**src/hdl/jvmstk_pkg.sv**
```systemverilog
// Types, codes and microcode ROM for the JVM operand stack shuffle block.
// Used by jvm_operand_stack_shuffle_top; depends on nothing else.
package jvmstk_pkg;

  typedef enum logic [3:0] {
    CMD_PUSH    = 4'd0,
    CMD_POP     = 4'd1,
    CMD_POP2    = 4'd2,
    CMD_DUP     = 4'd3,
    CMD_DUP_X1  = 4'd4,
    CMD_DUP_X2  = 4'd5,
    CMD_DUP2    = 4'd6,
    CMD_DUP2_X1 = 4'd7,
    CMD_DUP2_X2 = 4'd8,
    CMD_SWAP    = 4'd9
  } cmd_code_t;

  typedef enum logic [1:0] {
    ST_OK      = 2'd0,
    ST_UNDER   = 2'd1,
    ST_OVER    = 2'd2,
    ST_ILLEGAL = 2'd3
  } status_t;

  typedef enum logic [3:0] {
    PAT_NONE,
    PAT_PUSH,
    PAT_DUP,
    PAT_X1,
    PAT_SWAP,
    PAT_DX2,
    PAT_D2,
    PAT_D2X1,
    PAT_D2X2
  } pat_t;

  typedef enum logic {
    COND_NONE,
    COND_WR_MORE
  } cond_t;

  // Write source: 0..3 select held entry (0 is the top), SRC_PUSH the pushed word.
  localparam logic [2:0] SRC_PUSH = 3'd4;

  typedef struct packed {
    logic [3:0]         command;
    logic signed [63:0] push_value;
    logic               push_wide;
  } cmd_word_t;

  typedef struct packed {
    logic signed [63:0] top_value;
    logic               top_wide;
    logic [6:0]         depth;
    logic [1:0]         status;
  } result_word_t;

  typedef struct packed {
    logic [1:0] status;
    logic [2:0] k;
    pat_t       pat;
  } dec_t;

  typedef struct packed {
    logic       rd_en;
    logic [1:0] rd_slot;
    logic       cap_en;
    logic [1:0] cap_slot;
    logic       decide;
    logic       wr;
    logic       fin;
    cond_t      cond;
    logic [2:0] jump;
  } uop_t;

  localparam logic [2:0] UPC_WRITE = 3'd6;

  function automatic uop_t ucode(input logic [2:0] upc);
    uop_t u;
    u = '0;
    case (upc)
      3'd0: begin
        u.rd_en = 1'b1; u.rd_slot = 2'd0;
      end
      3'd1: begin
        u.rd_en = 1'b1; u.rd_slot = 2'd1; u.cap_en = 1'b1; u.cap_slot = 2'd0;
      end
      3'd2: begin
        u.rd_en = 1'b1; u.rd_slot = 2'd2; u.cap_en = 1'b1; u.cap_slot = 2'd1;
      end
      3'd3: begin
        u.rd_en = 1'b1; u.rd_slot = 2'd3; u.cap_en = 1'b1; u.cap_slot = 2'd2;
      end
      3'd4: begin
        u.cap_en = 1'b1; u.cap_slot = 2'd3;
      end
      3'd5: begin
        u.decide = 1'b1;
      end
      3'd6: begin
        u.wr = 1'b1; u.cond = COND_WR_MORE; u.jump = UPC_WRITE;
      end
      default: begin
        u.fin = 1'b1;
      end
    endcase
    return u;
  endfunction

  function automatic logic [2:0] pat_len(input pat_t p);
    case (p)
      PAT_PUSH: return 3'd1;
      PAT_DUP:  return 3'd2;
      PAT_X1:   return 3'd3;
      PAT_SWAP: return 3'd2;
      PAT_DX2:  return 3'd4;
      PAT_D2:   return 3'd4;
      PAT_D2X1: return 3'd5;
      PAT_D2X2: return 3'd6;
      default:  return 3'd0;
    endcase
  endfunction

  // Source of the j-th word written, bottom to top.
  function automatic logic [2:0] pat_src(input pat_t p, input logic [2:0] j);
    logic [2:0] s;
    s = 3'd0;
    case (p)
      PAT_PUSH: s = SRC_PUSH;
      PAT_X1:   s = (j == 3'd1) ? 3'd1 : 3'd0;
      PAT_SWAP: s = (j == 3'd1) ? 3'd1 : 3'd0;
      PAT_DX2: begin
        case (j)
          3'd1:    s = 3'd2;
          3'd2:    s = 3'd1;
          default: s = 3'd0;
        endcase
      end
      PAT_D2:   s = j[0] ? 3'd0 : 3'd1;
      PAT_D2X1: begin
        case (j)
          3'd0:    s = 3'd1;
          3'd2:    s = 3'd2;
          3'd3:    s = 3'd1;
          default: s = 3'd0;
        endcase
      end
      PAT_D2X2: begin
        case (j)
          3'd0:    s = 3'd1;
          3'd2:    s = 3'd3;
          3'd3:    s = 3'd2;
          3'd4:    s = 3'd1;
          default: s = 3'd0;
        endcase
      end
      default:  s = 3'd0;
    endcase
    return s;
  endfunction

  // Category check, top entry first. pres/wide bit 0 is the top entry.
  function automatic dec_t decode(input logic [3:0] cmd, input logic [3:0] pres,
                                  input logic [3:0] wide);
    dec_t d;
    d.status = ST_OK;
    d.k      = 3'd0;
    d.pat    = PAT_NONE;
    case (cmd)
      CMD_PUSH: d.pat = PAT_PUSH;
      CMD_POP, CMD_DUP: begin
        if (!pres[0])     d.status = ST_UNDER;
        else if (wide[0]) d.status = ST_ILLEGAL;
        else begin
          d.k = 3'd1;
          d.pat = (cmd == CMD_DUP) ? PAT_DUP : PAT_NONE;
        end
      end
      CMD_POP2, CMD_DUP2: begin
        if (!pres[0]) d.status = ST_UNDER;
        else if (wide[0]) begin
          d.k = 3'd1;
          d.pat = (cmd == CMD_DUP2) ? PAT_DUP : PAT_NONE;
        end else if (!pres[1]) d.status = ST_UNDER;
        else if (wide[1])      d.status = ST_ILLEGAL;
        else begin
          d.k = 3'd2;
          d.pat = (cmd == CMD_DUP2) ? PAT_D2 : PAT_NONE;
        end
      end
      CMD_DUP_X1, CMD_SWAP: begin
        if (!pres[0])      d.status = ST_UNDER;
        else if (wide[0])  d.status = ST_ILLEGAL;
        else if (!pres[1]) d.status = ST_UNDER;
        else if (wide[1])  d.status = ST_ILLEGAL;
        else begin
          d.k = 3'd2;
          d.pat = (cmd == CMD_SWAP) ? PAT_SWAP : PAT_X1;
        end
      end
      CMD_DUP_X2: begin
        if (!pres[0])      d.status = ST_UNDER;
        else if (wide[0])  d.status = ST_ILLEGAL;
        else if (!pres[1]) d.status = ST_UNDER;
        else if (wide[1]) begin
          d.k = 3'd2; d.pat = PAT_X1;
        end else if (!pres[2]) d.status = ST_UNDER;
        else if (wide[2])      d.status = ST_ILLEGAL;
        else begin
          d.k = 3'd3; d.pat = PAT_DX2;
        end
      end
      CMD_DUP2_X1: begin
        if (!pres[0])      d.status = ST_UNDER;
        else if (wide[0]) begin
          if (!pres[1])     d.status = ST_UNDER;
          else if (wide[1]) d.status = ST_ILLEGAL;
          else begin
            d.k = 3'd2; d.pat = PAT_X1;
          end
        end else if (!pres[1]) d.status = ST_UNDER;
        else if (wide[1])      d.status = ST_ILLEGAL;
        else if (!pres[2])     d.status = ST_UNDER;
        else if (wide[2])      d.status = ST_ILLEGAL;
        else begin
          d.k = 3'd3; d.pat = PAT_D2X1;
        end
      end
      CMD_DUP2_X2: begin
        if (!pres[0]) d.status = ST_UNDER;
        else if (wide[0]) begin
          if (!pres[1]) d.status = ST_UNDER;
          else if (wide[1]) begin
            d.k = 3'd2; d.pat = PAT_X1;
          end else if (!pres[2]) d.status = ST_UNDER;
          else if (wide[2])      d.status = ST_ILLEGAL;
          else begin
            d.k = 3'd3; d.pat = PAT_DX2;
          end
        end else if (!pres[1]) d.status = ST_UNDER;
        else if (wide[1])      d.status = ST_ILLEGAL;
        else if (!pres[2])     d.status = ST_UNDER;
        else if (wide[2]) begin
          d.k = 3'd3; d.pat = PAT_D2X1;
        end else if (!pres[3]) d.status = ST_UNDER;
        else if (wide[3])      d.status = ST_ILLEGAL;
        else begin
          d.k = 3'd4; d.pat = PAT_D2X2;
        end
      end
      default: d.status = ST_ILLEGAL;
    endcase
    return d;
  endfunction

endpackage

```
**src/hdl/jvm_operand_stack_shuffle_top.sv**
```systemverilog
// JVM operand stack with push, pop and the dup/swap category forms.
// Memory-backed stack run by a microcode ROM; depends on jvmstk_pkg.
//
// A command word is taken when start is high and busy is low. Each command
// reads the top four entries of the single-port stack memory, checks the
// categories and the depth, then writes its words to the stack one entry per
// cycle, bottom to top, before the done strobe. The result word is on result
// for exactly the one cycle that done is high and cannot be held off, so it
// must be taken then. busy falls with done, so the next command may be
// started in that cycle.
module jvm_operand_stack_shuffle_top
  import jvmstk_pkg::*;
#(
  parameter int STACK_DEPTH = 64
) (
  input  logic         clk,
  input  logic         rst,
  input  logic         start,
  output logic         busy,
  input  cmd_word_t    cmd,
  output logic         done,
  output result_word_t result
);

  localparam int AW  = $clog2(STACK_DEPTH);
  localparam int SPW = $clog2(STACK_DEPTH + 1);

  logic [64:0]    mem [STACK_DEPTH];
  logic [64:0]    mem_q;
  logic [64:0]    tmp [4];
  logic [SPW-1:0] sp;
  logic [SPW-1:0] base;
  logic [SPW-1:0] newsp;
  logic [2:0]     upc;
  logic [2:0]     widx;
  cmd_word_t      cmd_r;
  logic [1:0]     dec_st;
  logic [2:0]     dec_k;
  pat_t           dec_pat;

  uop_t           u;
  dec_t           d;
  logic [3:0]     pres;
  logic [3:0]     wide;
  logic [SPW:0]   grow;
  logic [SPW-1:0] rd_addr;
  logic [SPW-1:0] wr_addr;
  logic [2:0]     src;
  logic [64:0]    wr_data;
  logic           wr_en;
  logic           taken;
  logic [2:0]     len;
  logic           dec_ok;
  logic [SPW-1:0] fin_sp;
  logic [SPW+6:0] fin_sp_ext;
  logic [64:0]    top;

  assign u      = ucode(upc);
  assign len    = pat_len(dec_pat);
  assign dec_ok = (dec_st == ST_OK);

  always_comb begin
    for (int i = 0; i < 4; i++) begin
      pres[i] = (SPW'(i + 1) <= sp);
      wide[i] = tmp[i][64];
    end
  end

  assign d    = decode(cmd_r.command, pres, wide);
  assign grow = {1'b0, sp} - (SPW + 1)'(d.k) + (SPW + 1)'(pat_len(d.pat));

  assign rd_addr = sp - SPW'(u.rd_slot) - SPW'(1);
  assign wr_addr = base + SPW'(widx);
  assign src     = pat_src(dec_pat, widx);
  assign wr_data = (src == SRC_PUSH) ? {cmd_r.push_wide, cmd_r.push_value} : tmp[src[1:0]];
  assign wr_en   = busy && u.wr && dec_ok && (widx < len);
  assign taken   = (u.cond == COND_WR_MORE) && dec_ok && ((widx + 3'd1) < len);

  assign fin_sp     = dec_ok ? newsp : sp;
  assign fin_sp_ext = {7'b0, fin_sp};

  always_comb begin
    if (fin_sp == '0) begin
      top = '0;
    end else if (dec_ok && dec_pat == PAT_PUSH) begin
      top = {cmd_r.push_wide, cmd_r.push_value};
    end else if (dec_ok && dec_pat == PAT_SWAP) begin
      top = tmp[1];
    end else if (dec_ok && len == 3'd0) begin
      top = tmp[dec_k[1:0]];
    end else begin
      top = tmp[0];
    end
  end

  always_ff @(posedge clk) begin
    if (busy && u.rd_en) begin
      mem_q <= mem[rd_addr[AW-1:0]];
    end
    if (wr_en) begin
      mem[wr_addr[AW-1:0]] <= wr_data;
    end
  end

  always_ff @(posedge clk) begin
    if (start && !busy) begin
      cmd_r <= cmd;
    end
    if (busy && u.cap_en) begin
      tmp[u.cap_slot] <= mem_q;
    end
    if (busy && u.decide) begin
      dec_pat <= d.pat;
      dec_k   <= d.k;
      base    <= sp - SPW'(d.k);
      newsp   <= grow[SPW-1:0];
      if (d.status == ST_OK && grow > (SPW + 1)'(STACK_DEPTH)) begin
        dec_st <= ST_OVER;
      end else begin
        dec_st <= d.status;
      end
    end
    if (busy && u.fin) begin
      result.top_value <= top[63:0];
      result.top_wide  <= top[64];
      result.depth     <= fin_sp_ext[6:0];
      result.status    <= dec_st;
    end
  end

  always_ff @(posedge clk) begin
    if (rst) begin
      busy <= 1'b0;
      done <= 1'b0;
      sp   <= '0;
      upc  <= '0;
      widx <= '0;
    end else begin
      done <= 1'b0;
      if (!busy) begin
        if (start) begin
          busy <= 1'b1;
          upc  <= '0;
        end
      end else begin
        upc <= taken ? u.jump : upc + 3'd1;
        if (u.decide) begin
          widx <= '0;
        end else if (taken) begin
          widx <= widx + 3'd1;
        end
        if (u.fin) begin
          busy <= 1'b0;
          done <= 1'b1;
          sp   <= fin_sp;
        end
      end
    end
  end

`ifndef SYNTH
  a_done_frees: assert property (@(posedge clk) disable iff (rst) done |-> !busy)
    else $error("done while busy");
  a_sp_bound: assert property (@(posedge clk) disable iff (rst)
      sp <= SPW'(STACK_DEPTH))
    else $error("stack pointer beyond depth");
  a_start_busy: assert property (@(posedge clk) disable iff (rst)
      start && !busy |=> busy && !done)
    else $error("accepted command not busy");
  a_fail_keeps: assert property (@(posedge clk) disable iff (rst)
      busy && u.fin && !dec_ok |=> sp == $past(sp))
    else $error("failed command moved stack pointer");
`endif

endmodule
```
**config.mk**
```make
export PLATFORM = sky130hd
export DESIGN_NAME = jvm_operand_stack_shuffle_top
export DESIGN_NICKNAME = d
export VERILOG_FILES = /design/src/hdl/jvmstk_pkg.sv /design/src/hdl/jvm_operand_stack_shuffle_top.sv
export SDC_FILE = /design/constraint.sdc
export NUM_CORES = 2
export LEC_CHECK = 0
export ABC_CLOCK_PERIOD_IN_PS = 6600
export BUFFER_PORTS_ARGS = -buffer_cell sky130_fd_sc_hd__buf_2
export CORE_MARGIN = 2
export CORE_UTILIZATION = 35
export CTS_CLUSTER_SIZE = 28
export DETAILED_ROUTE_END_ITERATION = 10
export PLACE_DENSITY = 0.6
export SLEW_MARGIN = 25
export SYNTH_ARGS = -nofsm -noshare
export SYNTH_HDL_FRONTEND = slang
export SYNTH_MEMORY_MAX_BITS = 65536
export SYNTH_SLANG_ARGS = --single-unit
export TNS_END_PERCENT = 100
```
**constraint.sdc**
```tcl
create_clock -name clk -period 6.6 [get_ports clk]
set_input_delay 0.66 -clock clk [delete_from_list [all_inputs] [get_ports clk]]
set_output_delay 0.66 -clock clk [all_outputs]
set_load 0.1 [all_outputs]
```
==> results by stage <==
Status:
- The flow ran to the end, but the final reports show violations.
- The final reports fail on DRC.

Global route:
- The first global-routing pass estimated between 700000 and 800000 µm of wire.
- Across every metal layer, demand over resource in global routing totals 0.199.
- The via count of the first global-routing pass is between 80000 and 90000.
- Global routing finished with a remaining overflow of 0.
- Entering global routing, the biggest net connects 88 pins.
- The number of antenna violations at the first check in global routing is 17.

STA:
- On the final layout, the worst hold slack is 0.367 ns.
- The total negative slack for setup checks is 0 ns.
- At the pin with the least slew margin, the transition time is 1.18 ns.
- The worst clock skew on the final layout is between 0.09 and 0.1 ns.
- The count of pins over their slew limit is 0.
- The setup violation total in the final timing report is 0.
- Setup repair after global routing left no endpoint under its margin.
- The final hold violation count is 0.
- The smallest setup slack after layout is 0.903 ns.
- The final period utilization is 0.863.
- The time the worst path needs with I/O delays and setup is 5.70 ns.
- The headroom to the max-slew limit is 0.216.
- The highest attainable clock frequency is ~180 MHz.

Detailed routing:
- The number of DRC violations after detailed-routing iteration 0 is 13700.
- The routed via count is 90700.
- In the routed design, unresolved DRC markers number 17.
- After detailed routing, the number of vias per cell comes to roughly 5.8.
- The total routed wirelength is between 500000 and 600000 µm.
- The routed length per instance is between 30 and 40 µm.
- The first detailed-routing pass ran for 11 iterations.
- The post-route antenna net violation count is 0.

Power:
- The switching share of power is 0.209.
- The peak supply drop is between 200 and 250 µV.
- In this run the static leakage power is between 60 and 70 nW.
- Of the total power, combinational logic draws 0.041.
- Of the total power, the clock network draws 0.428.
- The share of total power dissipated in sequential elements is 0.531.
- The reported net switching power is 12.8 mW.
- The internal power contribution is a little under 50 mW.
- The power per cell area is 292 mW/mm².

Run:
- Max-cap violations in this run came to 0.

Synthesis:
- The most common flop cell mapped by yosys is sky130_fd_sc_hd__edfxtp_1.
- Counting instances in the post-synthesis netlist gives the leading cell types as sky130_fd_sc_hd__edfxtp_1 (4649), sky130_fd_sc_hd__mux4_2 (1365), sky130_fd_sc_hd__nor2_1 (343).
- The net count after synthesis is 7882.
- The count of synthesis-stage warnings from yosys is 0.
- The mean cell area of the mapped netlist is ~23 µm².
- The top-area cell type share of the netlist area is 0.773.
- By instance count, the leading cell after synthesis is sky130_fd_sc_hd__edfxtp_1.
- The cell count after synthesis is about 7800.
- By area the synthesized netlist is led by sky130_fd_sc_hd__edfxtp_1 (77%), sky130_fd_sc_hd__mux4_2 (17%), sky130_fd_sc_hd__nor2_1 (0.71%).
- The unique cell type count in the Yosys netlist is 70.
- Synthesis inferred 4669 register bits.
- The fraction of the yosys area taken by sequential cells is 0.776.
- The leading area contributor after synthesis is sky130_fd_sc_hd__edfxtp_1.
- In the synthesized netlist the async set-or-reset flop fraction comes to 0.
- The synthesized area is around 0.18 mm².
- Yosys mapped a number of flops with a built-in enable equal to between 4000 and 5000.

Hold path:
- The worst hold path was traced through 2 stages.
- The classification of the worst-slack hold path is input port to flip-flop.

Die:
- In this run the standard cell core region covers between 0.5 and 0.6 mm².
- The die area is 0.522 mm².
- The die extent in x is 722 µm.
- The floorplan step set the die height to 722 µm.
- 148 I/O pins were placed.
- The initialized floorplan defines around 260 standard-cell rows.
- The starting utilization of the core area is 0.352.

Setup path:
- The startpoint of the most critical register-to-register path is sp[3].
- The type of the worst setup path is flip-flop to flip-flop.
- In this design, the critical path's most frequently occurring cell is sky130_fd_sc_hd__inv_1.
- Across all register-to-register paths, the minimum setup slack is approximately 0.9 ns.
- The required time of the critical path is approximately 7.4 ns.
- The endpoint of the lowest-slack register-to-register path is dec_st[1].
- At the worst endpoint, the arrival time is about 6.5 ns.
- Walking the worst path, the cells encountered are inv_1, ha_1, and3b_1, o22ai_1, o2111a_1, nor4_1, nor2b_1, inv_1, nor2_1, a21oi_1, fa_1, inv_1, ha_1, a21o_1, a21o_1, xor2_1, or4_1, o31ai_1, nand2_1, a221o_1.
- The maximum cell stage delay along the critical path is about 0.52 ns.
- The count of cells along the worst register-to-register path is 20.
- For this design, the slowest cell found on the critical path is sky130_fd_sc_hd__fa_1.
- The largest fanout on the critical path is 8.
- The most critical setup path has its startpoint at sp[3].
- The endpoint kind of the worst setup timing path is a flip-flop.
- The capturing instance or port of the critical path is dec_st[1].
- The element type at the critical path start is a flip-flop.

Clocking:
- The maximum level of the CTS H-tree is 5.
- The number of setup buffers added after CTS is 0.
- The root buffer cell is sky130_fd_sc_hd__clkbuf_16.
- The later pin in the worst-skew pair is clocked with a latency of 1.05 ns.
- The TritonCTS clock tree is yes.
- The clock drives between 4000 and 5000 sinks.
- The clock passes through at most 4 buffers.
- The clock slew seen by the registers of the worst setup and hold paths is roughly 0.06 ns.
- The total CTS buffers is roughly 460.

Placed design:
- Prior to clock tree synthesis, the placed netlist has a worst setup slack of around 1.0 ns.
- Port buffering added between 100 and 150 buffers.
- The total half-perimeter wirelength after legalization and detailed placement is 290000 µm.
- The weighted congestion reported at the end of routability-driven placement is approximately 0.81.

Final layout:
- The final net count is about 8600.
- Of the cells placed in the final design, the portion with a size suffix greater than 1 is 0.316.
- From synthesis to final layout, the design area changed by 16.5%.
## stage by stage
stage	power, mW	cells	util	instance area, µm²
after floorplan	35.0	7770	-	181000
after global placement	35.7	14600	0.378	194000
after detailed placement	35.7	14700	0.379	195000
after CTS	61.7	15600	0.410	210000
after global routing	63.0	15600	0.410	210000
final	61.4	15600	0.410	210000
## metal layers
metal,GRT usage,up-vias,routed length (µm)
met5,0,-,27
met4,0.0519,4,14700
met3,0.0377,882,53600
met2,0.319,5468,253000
met1,0.279,49600,209000
li1,-,34700,-
## placed cells by master (no fill, tap or decap), types with 13 or more instances in the layout
master,n
sky130_fd_sc_hd__a31oi_1,67
sky130_fd_sc_hd__diode_2,14
sky130_fd_sc_hd__clkbuf_16,463
sky130_fd_sc_hd__dlygate4sd3_1,72
sky130_fd_sc_hd__buf_4,297
sky130_fd_sc_hd__a21oi_1,77
sky130_fd_sc_hd__dfxtp_1,18
sky130_fd_sc_hd__o22ai_1,87
sky130_fd_sc_hd__mux2_2,21
sky130_fd_sc_hd__a221oi_4,45
sky130_fd_sc_hd__buf_16,19
sky130_fd_sc_hd__edfxtp_1,4649
sky130_fd_sc_hd__o221ai_1,66
sky130_fd_sc_hd__clkinvlp_4,24
sky130_fd_sc_hd__o21ai_0,27
sky130_fd_sc_hd__mux4_2,1365
sky130_fd_sc_hd__nand2_1,116
sky130_fd_sc_hd__xnor2_1,13
sky130_fd_sc_hd__buf_2,147
sky130_fd_sc_hd__clkinv_2,88
sky130_fd_sc_hd__buf_12,109
sky130_fd_sc_hd__mux2i_1,128
sky130_fd_sc_hd__clkbuf_1,82
sky130_fd_sc_hd__clkinv_1,106
sky130_fd_sc_hd__nor2_1,279
sky130_fd_sc_hd__nand3_1,16
sky130_fd_sc_hd__bufinv_16,50
sky130_fd_sc_hd__ha_1,33
sky130_fd_sc_hd__nor2_4,64
sky130_fd_sc_hd__a21oi_4,22
sky130_fd_sc_hd__inv_1,107
## worst min-delay path by stage
stage             start         to
4_1_cts         cmd[47]  cmd_r[47]
3_3_place_gp   dec_k[0]  flip-flop
3_5_place_dp   dec_k[1]  flip-flop
5_1_grt         cmd[55]  cmd_r[55]
2_1_floorplan  dec_k[1]  flip-flop
6_report        cmd[52]  cmd_r[52]
## critical path: cells and delay by family, from the launching register on
family / cells / cell delay [ns]
xor gates and xnor gates: 1 / 0.15
DFF: 1 / 0.39
AOI/OAI and AO/OA: 7 / 1.54
adders and majority gates: 3 / 1.14
buffers and inverters: 3 / 0.43
and+or+nand+nor: 6 / 1.78
## area by class of cell
cell class,count,area [µm²]
repair buffers,651,6470
diodes,14,35.0
clock buffers,545,11900
fillers,43900,303000
clock inverters,302,3130
inverters,109,409
well taps,6757,8450
multi-input cells,2560,40000
flip-flops and latches,4669,140000
## power groups by stage
| stage | logic [mW] | registers (mW) | clock network [mW] |
|---|---|---|---|
| after floorplan | 1.67 | 33.3 | 0 |
| after global placement | 2.45 | 33.2 | 0 |
| after detailed placement | 2.50 | 33.2 | 0 |
| after CTS | 2.54 | 32.6 | 26.6 |
| after global routing | 2.65 | 32.6 | 27.7 |
| final | 2.51 | 32.6 | 26.3 |
## logic make-up (layout without fill, tap and decap cells)
logic type / count (synthesis) / after routing / share of synthesized area
DFF: 4669 / 4669 / 0.776
muxes: 1514 / 1514 / 0.179
and+or+nand+nor: 542 / 542 / 0.0125
buffers and inverters: 541 / 1607 / 0.0124
AOI/OAI and AO/OA: 440 / 440 / 0.0166
adders and majority gates: 40 / 40 / 0.00302
xor gates and xnor gates: 24 / 24 / 0.00121
other: 0 / 14 / 0
## what timing repair did
item / in CTS / in global routing
gates resized for setup: 0 / 0
hold endpoints to repair: 76 / 0
hold buffers: 72 / 0
## sequential cells by signal, summed over array words and instances (netlist names), named ones only
name	cells
newsp	7
result	74
base	6
dec_st	2
dec_pat	4
busy	1
len	3
sp	7
done	1
widx	3
cmd_r	69
upc	3
dec_k	2
mem_q	65
mem	4160
tmp	260
No activity file was read; power rests on OpenSTA's default activity.
